## config.mk

```make
export PLATFORM = sky130hd
export DESIGN_NAME = time_sorted_insert_queue_top
export DESIGN_NICKNAME = d
export VERILOG_FILES = /design/src/hw/rtl/tsiq_pkg.sv /design/src/hw/rtl/time_sorted_insert_queue_top.sv /design/src/hw/rtl/tsiq_store.sv /design/src/hw/rtl/tsiq_ctrl.sv
export SDC_FILE = /design/constraint.sdc
export NUM_CORES = 2
export LEC_CHECK = 0
export ABC_AREA = 0
export ABC_CLOCK_PERIOD_IN_PS = 10400
export BUFFER_PORTS_ARGS = -buffer_cell sky130_fd_sc_hd__buf_4
export CORE_MARGIN = 1.5
export CORE_UTILIZATION = 55
export CTS_CLUSTER_SIZE = 20
export DETAILED_ROUTE_END_ITERATION = 12
export GPL_ROUTABILITY_DRIVEN = 0
export HOLD_SLACK_MARGIN = 0.03
export PLACE_DENSITY = 0.71
export SLEW_MARGIN = 0
export SYNTH_ARGS = -nofsm -noshare
export SYNTH_HDL_FRONTEND = slang
export SYNTH_SLANG_ARGS = --single-unit
```

## constraint.sdc

```tcl
create_clock -name clk -period 10.4 [get_ports clk]
set_clock_uncertainty 0.1 [all_clocks]
set_input_delay 2.08 -clock clk [delete_from_list [all_inputs] [get_ports clk]]
set_output_delay 2.08 -clock clk [all_outputs]
set_load 0.02 [all_outputs]
```

## src/hw/rtl/tsiq_pkg.sv

```systemverilog
// ----------------------------------------------------------------------------
// tsiq_pkg: shared types and codes for the time sorted insert queue
// Entry layout, result bundle, op and status codes.
// ----------------------------------------------------------------------------
package tsiq_pkg;

    localparam int KEY_W = 11;
    localparam int TAG_W = 16;
    localparam int STATUS_W = 2;
    localparam int OCC_W = 7;

    localparam logic OP_INSERT = 1'b0;
    localparam logic OP_POP    = 1'b1;

    localparam logic [STATUS_W-1:0] ST_DONE  = 2'd0;
    localparam logic [STATUS_W-1:0] ST_FULL  = 2'd1;
    localparam logic [STATUS_W-1:0] ST_EMPTY = 2'd2;

    typedef struct packed {
        logic [KEY_W-1:0] key;
        logic [TAG_W-1:0] tag;
    } entry_t;

    typedef struct packed {
        logic [STATUS_W-1:0] status;
        logic [KEY_W-1:0]    key;
        logic [TAG_W-1:0]    tag;
        logic [OCC_W-1:0]    occ;
    } res_t;

endpackage

```

## src/hw/rtl/time_sorted_insert_queue_top.sv

```systemverilog
// ----------------------------------------------------------------------------
// time_sorted_insert_queue_top: sorted insertion queue of departure entries
// Insert walks down from the tail, one read and one compare per entry, moving each
// larger entry up one slot, then writes the new entry. Pop reads the head slot; a full
// insert or an empty pop goes straight to the result. One item at a time: the next
// item is taken in the cycle after the result enters the output register.
// Reset (async, rst_n low) empties the queue; no clearing pass is needed.
// ----------------------------------------------------------------------------
module time_sorted_insert_queue_top #(
    parameter int QUEUE_DEPTH = 64
) (
    input  logic                          clk,
    input  logic                          rst_n,
    input  logic                          in_valid,
    output logic                          in_ready,
    input  logic                          op,
    input  logic [tsiq_pkg::KEY_W-1:0]    departure_minutes,
    input  logic [tsiq_pkg::TAG_W-1:0]    flight_tag,
    output logic                          out_valid,
    input  logic                          out_ready,
    output logic [tsiq_pkg::STATUS_W-1:0] status,
    output logic [tsiq_pkg::KEY_W-1:0]    popped_minutes,
    output logic [tsiq_pkg::TAG_W-1:0]    popped_tag,
    output logic [tsiq_pkg::OCC_W-1:0]    occupancy
);
    import tsiq_pkg::*;

    localparam int IDX_W = $clog2(QUEUE_DEPTH);
    localparam int CNT_W = $clog2(QUEUE_DEPTH + 1);

    logic             res_valid;
    logic             res_ready;
    res_t             res;
    logic             rd_en;
    logic [IDX_W-1:0] rd_addr;
    entry_t           rd_data;
    logic             wr_en;
    logic [IDX_W-1:0] wr_addr;
    entry_t           wr_data;

    logic             out_valid_reg, out_valid_next;
    res_t             out_reg;

    tsiq_ctrl #(
        .QUEUE_DEPTH (QUEUE_DEPTH),
        .IDX_W       (IDX_W),
        .CNT_W       (CNT_W)
    ) u_ctrl (
        .clk               (clk),
        .rst_n             (rst_n),
        .in_valid          (in_valid),
        .in_ready          (in_ready),
        .op                (op),
        .departure_minutes (departure_minutes),
        .flight_tag        (flight_tag),
        .res_valid         (res_valid),
        .res_ready         (res_ready),
        .res               (res),
        .rd_en             (rd_en),
        .rd_addr           (rd_addr),
        .rd_data           (rd_data),
        .wr_en             (wr_en),
        .wr_addr           (wr_addr),
        .wr_data           (wr_data)
    );

    tsiq_store #(
        .QUEUE_DEPTH (QUEUE_DEPTH),
        .IDX_W       (IDX_W)
    ) u_store (
        .clk     (clk),
        .rd_en   (rd_en),
        .rd_addr (rd_addr),
        .rd_data (rd_data),
        .wr_en   (wr_en),
        .wr_addr (wr_addr),
        .wr_data (wr_data)
    );

    // output register frees the sequencer while a result waits
    assign res_ready = !out_valid_reg || out_ready;

    always_comb
    begin
        out_valid_next = out_valid_reg;
        if (res_valid && res_ready)
        begin
            out_valid_next = 1'b1;
        end
        else if (out_ready)
        begin
            out_valid_next = 1'b0;
        end
    end

    always_ff @(posedge clk or negedge rst_n)
    begin
        if (!rst_n)
        begin
            out_valid_reg <= 1'b0;
        end
        else
        begin
            out_valid_reg <= out_valid_next;
        end
    end

    always_ff @(posedge clk)
    begin
        if (res_valid && res_ready)
        begin
            out_reg <= res;
        end
    end

    assign out_valid      = out_valid_reg;
    assign status         = out_reg.status;
    assign popped_minutes = out_reg.key;
    assign popped_tag     = out_reg.tag;
    assign occupancy      = out_reg.occ;

endmodule

```

## src/hw/rtl/tsiq_store.sv

```systemverilog
// ----------------------------------------------------------------------------
// tsiq_store: entry memory
// One write port and one read port with registered read data.
// ----------------------------------------------------------------------------
module tsiq_store #(
    parameter int QUEUE_DEPTH = 64,
    parameter int IDX_W = $clog2(QUEUE_DEPTH)
) (
    input  logic             clk,
    input  logic             rd_en,
    input  logic [IDX_W-1:0] rd_addr,
    output tsiq_pkg::entry_t rd_data,
    input  logic             wr_en,
    input  logic [IDX_W-1:0] wr_addr,
    input  tsiq_pkg::entry_t wr_data
);
    import tsiq_pkg::*;

    entry_t mem [QUEUE_DEPTH];
    entry_t rd_data_reg;

    always_ff @(posedge clk)
    begin
        if (wr_en)
        begin
            mem[wr_addr] <= wr_data;
        end
    end

    always_ff @(posedge clk)
    begin
        if (rd_en)
        begin
            rd_data_reg <= mem[rd_addr];
        end
    end

    assign rd_data = rd_data_reg;

endmodule

```

## src/hw/rtl/tsiq_ctrl.sv

```systemverilog
// ----------------------------------------------------------------------------
// tsiq_ctrl: queue sequencer
// Walks the ring from the tail, one compare per entry, moving larger entries
// up one slot until the insert point is found. Pops read the head slot.
// ----------------------------------------------------------------------------
module tsiq_ctrl #(
    parameter int QUEUE_DEPTH = 64,
    parameter int IDX_W = $clog2(QUEUE_DEPTH),
    parameter int CNT_W = $clog2(QUEUE_DEPTH + 1)
) (
    input  logic                   clk,
    input  logic                   rst_n,
    input  logic                   in_valid,
    output logic                   in_ready,
    input  logic                   op,
    input  logic [tsiq_pkg::KEY_W-1:0] departure_minutes,
    input  logic [tsiq_pkg::TAG_W-1:0] flight_tag,
    output logic                   res_valid,
    input  logic                   res_ready,
    output tsiq_pkg::res_t         res,
    output logic                   rd_en,
    output logic [IDX_W-1:0]       rd_addr,
    input  tsiq_pkg::entry_t       rd_data,
    output logic                   wr_en,
    output logic [IDX_W-1:0]       wr_addr,
    output tsiq_pkg::entry_t       wr_data
);
    import tsiq_pkg::*;

    localparam int SUM_W = IDX_W + 1;

    typedef enum logic [6:0] {
        S_IDLE     = 7'b0000001,
        S_INS_RD   = 7'b0000010,
        S_INS_CMP  = 7'b0000100,
        S_INS_WR   = 7'b0001000,
        S_POP_RD   = 7'b0010000,
        S_POP_DATA = 7'b0100000,
        S_FIN      = 7'b1000000
    } state_t;

    state_t           state_reg, state_next;
    logic [IDX_W-1:0] head_reg, head_next;
    logic [CNT_W-1:0] count_reg, count_next;
    logic [CNT_W-1:0] idx_reg, idx_next;
    logic [KEY_W-1:0] key_reg, key_next;
    logic [TAG_W-1:0] tag_reg, tag_next;
    res_t             res_reg, res_next;

    logic [CNT_W-1:0] idx_prev;
    logic [IDX_W-1:0] slot_cur;
    logic [IDX_W-1:0] slot_prev;
    logic [IDX_W-1:0] head_inc;
    logic             full;

    // ring slot of a position: head + pos, wrapped once
    function automatic logic [IDX_W-1:0] slot_of(input logic [IDX_W-1:0] head,
                                                 input logic [CNT_W-1:0] pos);
        logic [SUM_W-1:0] sum;
        sum = SUM_W'(head) + SUM_W'(pos);
        if (sum >= SUM_W'(QUEUE_DEPTH))
        begin
            sum = sum - SUM_W'(QUEUE_DEPTH);
        end
        return sum[IDX_W-1:0];
    endfunction

    assign idx_prev  = idx_reg - CNT_W'(1);
    assign slot_cur  = slot_of(head_reg, idx_reg);
    assign slot_prev = slot_of(head_reg, idx_prev);
    assign head_inc  = (head_reg == IDX_W'(QUEUE_DEPTH - 1)) ? '0 : head_reg + IDX_W'(1);
    assign full      = (count_reg == CNT_W'(QUEUE_DEPTH));

    assign in_ready  = (state_reg == S_IDLE);
    assign res_valid = (state_reg == S_FIN);
    assign res       = res_reg;

    always_comb
    begin
        state_next = state_reg;
        head_next  = head_reg;
        count_next = count_reg;
        idx_next   = idx_reg;
        key_next   = key_reg;
        tag_next   = tag_reg;
        res_next   = res_reg;
        rd_en      = 1'b0;
        rd_addr    = slot_prev;
        wr_en      = 1'b0;
        wr_addr    = slot_cur;
        wr_data    = rd_data;

        unique case (state_reg)
            S_IDLE:
            begin
                if (in_valid)
                begin
                    key_next = departure_minutes;
                    tag_next = flight_tag;
                    idx_next = count_reg;
                    res_next.status = ST_DONE;
                    res_next.key    = '0;
                    res_next.tag    = '0;
                    res_next.occ    = OCC_W'(count_reg);
                    if (op == OP_INSERT)
                    begin
                        if (full)
                        begin
                            res_next.status = ST_FULL;
                            state_next      = S_FIN;
                        end
                        else if (count_reg == '0)
                        begin
                            state_next = S_INS_WR;
                        end
                        else
                        begin
                            state_next = S_INS_RD;
                        end
                    end
                    else
                    begin
                        if (count_reg == '0)
                        begin
                            res_next.status = ST_EMPTY;
                            state_next      = S_FIN;
                        end
                        else
                        begin
                            state_next = S_POP_RD;
                        end
                    end
                end
            end
            S_INS_RD:
            begin
                rd_en      = 1'b1;
                state_next = S_INS_CMP;
            end
            S_INS_CMP:
            begin
                // strictly greater moves up; equal keys keep arrival order
                if (rd_data.key > key_reg)
                begin
                    wr_en    = 1'b1;
                    idx_next = idx_prev;
                    if (idx_prev == '0)
                    begin
                        state_next = S_INS_WR;
                    end
                    else
                    begin
                        state_next = S_INS_RD;
                    end
                end
                else
                begin
                    state_next = S_INS_WR;
                end
            end
            S_INS_WR:
            begin
                wr_en       = 1'b1;
                wr_data.key = key_reg;
                wr_data.tag = tag_reg;
                count_next  = count_reg + CNT_W'(1);
                res_next.occ = OCC_W'(count_next);
                state_next  = S_FIN;
            end
            S_POP_RD:
            begin
                rd_en      = 1'b1;
                rd_addr    = head_reg;
                state_next = S_POP_DATA;
            end
            S_POP_DATA:
            begin
                res_next.key = rd_data.key;
                res_next.tag = rd_data.tag;
                count_next   = count_reg - CNT_W'(1);
                head_next    = (count_next == '0) ? '0 : head_inc;
                res_next.occ = OCC_W'(count_next);
                state_next   = S_FIN;
            end
            S_FIN:
            begin
                if (res_ready)
                begin
                    state_next = S_IDLE;
                end
            end
            default:
            begin
                state_next = S_IDLE;
            end
        endcase
    end

    always_ff @(posedge clk or negedge rst_n)
    begin
        if (!rst_n)
        begin
            state_reg <= S_IDLE;
            head_reg  <= '0;
            count_reg <= '0;
            idx_reg   <= '0;
        end
        else
        begin
            state_reg <= state_next;
            head_reg  <= head_next;
            count_reg <= count_next;
            idx_reg   <= idx_next;
        end
    end

    always_ff @(posedge clk)
    begin
        key_reg <= key_next;
        tag_reg <= tag_next;
        res_reg <= res_next;
    end

endmodule

```

* Yosys cells after proc, flatten, opt, wreduce, memory -nomap -nowiden *
Memory sizes are Yosys's and may differ from the RTL's. A register that Yosys moved wholly into a read port is not among the register bits.
Cells that the tools add are included.

operators by class
  add/sub/neg operators = 8
  multiply operators = 0
  div/mod/pow operators = 0
  magnitude comparators = 3
  equality and inequality tests = 12
  shift operators = 0
  mux-type cells = 32
  bitwise logic cells = 0
  reduce and logical (&&, ||, !) cells = 18

operators with widths
  kind                   count
  $mux W7                8
  $pmux W27 S2           1
  $pmux W7 S6            1
  $mux W34               1
  $mux W6                5
  $pmux W7 S2            2
  $mux W27               1
  $logic_not A7 Y1       3
  $pmux W7 S3            1
  $add A6 B7 Y7          2
  $eq A7 B7 Y1 const B   2
  $ge A7 B7 Y1 const B   2
  $sub A7 B1 Y7 const B  2
  $sub A6 B1 Y6 const B  2
  $gt A11 B11 Y1         1
  $mux W4                2
  $reduce_and A2 Y1      4
  $reduce_bool A2 Y1     4
  $add A7 B1 Y7 const B  1
  $eq A7 B1 Y1 const B   1
  $eq A7 B2 Y1 const B   1
  $eq A7 B3 Y1 const B   1
  $eq A7 B4 Y1 const B   1
  $eq A7 B5 Y1 const B   1
  14 further kinds       23

storage, ports and cells
  bits in registers = 127
  bits in latches = 0
  RAM bits = 1728
  ROM bits = 0
  output and inout bits = 38
  word-level logic and storage cells = 89
  memories kept = 1

memory list
  memory       words  bits a word  read ports  clocked after memory_dff  wr ports  RTL line          text
  u_store.mem  64     27           1           1                         1         tsiq_store.sv:19  entry_t mem [QUEUE_DEPTH];

* Depth between registers and ports, before layout *
  depth in word-level cells = 6
  depth in mapped cells = 15

* Hierarchy *
A second synthesis with hierarchy kept.

second synthesis, totals
  cells, all modules = 3514
  area, all modules = 72950.0 µm²

modules (own cells, without submodules)
  module                        instances  cells an instance  area an instance (µm²)
  tsiq_store                    1          3002               66887.9
  tsiq_ctrl                     1          472                4927.2
  time_sorted_insert_queue_top  1          40                 1134.8

* Worst setup path before layout *
Ideal clock, no wire load.

  path type = reg2reg
  start point = register u_ctrl.state_reg[5]
  end point = memory u_store.mem[0][22] (netlist bit) (data pin)
  library setup time = 702 ps
  arrival = 4250 ps
  required time = 9598 ps
  slack = 5348 ps
  stages on the path, launching flop included = 7
  path buffers = 2
  period minus slack after synthesis = 5052 ps
  path through = dfrtp_1 > or3_1 > nor3_1 > nand3b_1 > clkbuf_1 > clkbuf_1 > o21ai_0

RTL lines
  what                    RTL line          text
  start, declared         tsiq_ctrl.sv:42   state_t state_reg, state_next;
  start signal, assigned  tsiq_ctrl.sv:210  state_reg <= state_next;
  end, declared           tsiq_store.sv:19

* Final worst setup path *
  start point = register u_ctrl.state_reg[3]
  end point = register u_store.rd_data[9] (netlist name)

on the way
  word-level cells in the longest chain between the ends = 3
  elaborated cells between the ends (all ways) = 5
  classes of those cells = eq/ne: 2; mux: 2; reduce/logical: 1

RTL lines
  what                                          RTL line         text
  $eq A7 B2 Y1 or $eq A7 B5 Y1 (tied branches)  tsiq_ctrl.sv:93  unique case (state_reg)
  $reduce_or A2 Y1 (no source line)             n/a
  $mux W1                                       tsiq_ctrl.sv:93

Several ways; a longest one is shown, not always the timed one.
A chain may end at the register's enable or synchronous reset.

==> results.md <==
- Status: completed
- CP endpoint kind: flip-flop
- Post-synth top area cell: edfxtp_1
- Ys Warns: 0
- Top cells by area, synth: edfxtp_1 (75%), mux4_2 (6.5%), and3_1 (3.0%), a211oi_1 (2.7%), nand2_1 (1.3%)
- Layout Nets: 4362
- Drt total wl: around 200 mm
- Post-CTS setup buffers: 0
- Setup tns final: 0 ns
- Drt first pass iters: 6
- Synth Area in Compound Gates: 8.20%
- Mean post-synth cell area: about 18 um^2
- IO Pins: 70
- Largest family of logic cells by synthesized area: compound AO/OA/AOI/OAI gates
- Initial Utilization: a little under three fifths
- CP Max Fanout: 36
- Fin crit share: a little over half
- Slew Viols, Final: 0
- Core area: between 100000 and 150000 um^2
- Critical Path RT: 10.79 ns
- Mapped Cells: 4233
- Die H: between 300 and 400 um
- Share of cells above drive strength 1: between 10% and 20%
- Yosys cell types: 69
- Cell with the most instances after synthesis: edfxtp_1
- Crit path time final: about 5.4 ns
- Area Growth Syn to Fin: 11.6%
- Clock root buffer: clkbuf_16
- Max_cap viols: 0
- DR vias/cell: around 6.8
- Startpoint class of the critical path: flip-flop
- Slew headroom: between 20% and 30%
- Final Hold Vio Count: 0
- Setup violations, final: 0
- EDFF count, synth: between 1500 and 2000
- Arrival time worst endpoint: between 5 and 6 ns
- CTS Buffer Depth: 3
- Asr flop ratio synth: 1.49%
- Worst-Skew Late Latency: roughly 0.8 ns
- Share of the synthesized area in the top cell type: 74.9%
- Post-CTS sizing: 0
- Primary FF master, synth: edfxtp_1
- Avg WL per Cell: between 30 and 40 um
- Clock slew seen by the registers of the worst setup and hold paths: approximately 0.07 ns
- Die X: ~370 um
- Commonest cells in the netlist: edfxtp_1 (1854), and3_1 (357), a211oi_1 (272), nand2_1 (256), clkbuf_1 (217)
- Initial DRC Count: approximately 6000
- #FFs+latches synth: between 1500 and 2000
- Start-to-end type of the worst setup path: flip-flop to flip-flop
- Mux share of post-synthesis cell area: under 10%
- H-tree depth: 4
- Seq. cell area: roughly 56000 um^2
- Number of global-route vias before repair: roughly 40000
- Largest register FFs: 1728
- Initial antenna violation count: 4
- Fillers: around 9000
- Worst Tran Pin Value: ~1.2 ns
- Post-Synthesis Cell Area: ~74000 um^2
- Sequential element share of the synthesized area: 75.8%
- FMAX: around 180 MHz
- Post-synthesis simple-gate area fraction: roughly 6.4%
- CTS sink cnt: around 1900
- Class of the worst hold path: flip-flop to flip-flop
- Synth Area in XOR/XNOR: less than 1%
- Cell Rows: 134
- First-pass GRT wire length: roughly 290 mm
- HPWL after DPL: 110 mm
- Antenna Violating Nets Remaining: 0
- Total grt overflow: 0
- IO Port Bufs: just under 70
- CTS buffer count: between 150 and 200
- Post-CTS Hold Buffers: 0
- DRC violations left: 0
- RSZ-0062 raised after global routing: false
- Global Route Usage Sum: 29.1%
- TritonCTS clock tree: built
- Syn nets: 4294
- Die area: 137000 um^2
- Largest net degree at the start of global routing: around 220
- Adder-cell share of the synthesized area: less than 1%
- Multi-input logic area: 17100 um^2
- Vias: 42000
-- cell families (layout without fill, tap and decap cells) --
logic type                 count (synthesis)  after routing
AOI/OAI and AO/OA                        828            828
xor gates and xnor gates                  29             29
adders and majority gates                 29             29
buffers and inverters                    334            551
DFF                                     1882           1882
muxes                                    227            227
other                                      0              1
and+or+nand+nor                          904            904
-- layout make-up --
class                   instances  area share, %
flip-flops and latches       1882           67.9
clock inverters               108           1.04
inverters                      26          0.118
well taps                    1768           2.67
multi-input cells            2017           20.7
repair buffers                194           1.88
clock buffers                 223           5.72
diodes                          1        0.00302
-- layer usage --
metal | vias to the layer above | global-route usage (%) | routed length (um)
met3 | 396 | 6.54 | 21200
met5 | - | 0 | 57
met2 | 2449 | 44.6 | 92600
met4 | 8 | 13.4 | 9460
li1 | 17500 | - | -
met1 | 21700 | 40.2 | 76100
-- final timing paths --
check | start | to | slack (ns) | cells past startpoint
hold reg to reg | u_ctrl.res[13] | popped_tag[6] | 0.32 | 0
max in group asynchronous | rst_n | u_ctrl.state_reg[0] | 8.78 | 1
min in group asynchronous | rst_n | u_ctrl.idx_reg[1] | 1.09 | 1
setup reg to reg | u_ctrl.state_reg[3] | u_store.rd_data[9] | 4.95 | 8
hold / removal | u_ctrl.res[13] | popped_tag[6] | 0.32 | 0
setup / recovery | u_ctrl.state_reg[3] | u_store.rd_data[9] | 4.95 | 8
-- cell usage in the layout (no fill, tap or decap), types with 28 or more instances in the layout --
cell type  synthesis  final
clkbuf_1         217     39
a211oi_1         272    272
clkbuf_16          0    184
nor4_1            83     83
nor2_1            92     28
o31ai_1           81     81
nand3_1           40     39
a22o_1           109    109
nor2_4             0     32
and3_1           357    357
a31oi_1           83     82
nor2_2             0     32
a21boi_0          81     81
buf_4             17    186
clkinv_1           0     38
clkinv_2           0     34
o22ai_1           84     84
mux4_2           216    216
edfxtp_1        1854   1854
nand2_1          256    239
-- stage by stage --
step                      cells  worst slack [ns]  area (um^2)  hold WS [ns]  util [%]
final                      6219              4.95        83000         0.315      62.0
after global routing       6218              4.79        83000         0.323      62.0
after CTS                  6218              5.06        83000         0.316      62.0
after detailed placement   5887              5.07        77400         0.305      57.8
after global placement     5887              5.14        77400         0.302      57.8
after floorplan            4233              5.35        74400         0.300         -
-- worst max-delay path, stage by stage, from the launching register on --
cell and delay (ns):
dfrtp_1 0.48, or4b_4 0.60, o21ai_4 0.62, and2_4 0.61, buf_4 0.68, mux4_2 0.58
a22o_1 0.33, o22ai_1 0.78, o2111ai_1 0.27
Power is left out: the tool's default activity adds up to more than one toggle a clock period on the data nets, which glitch-free logic cannot reach.
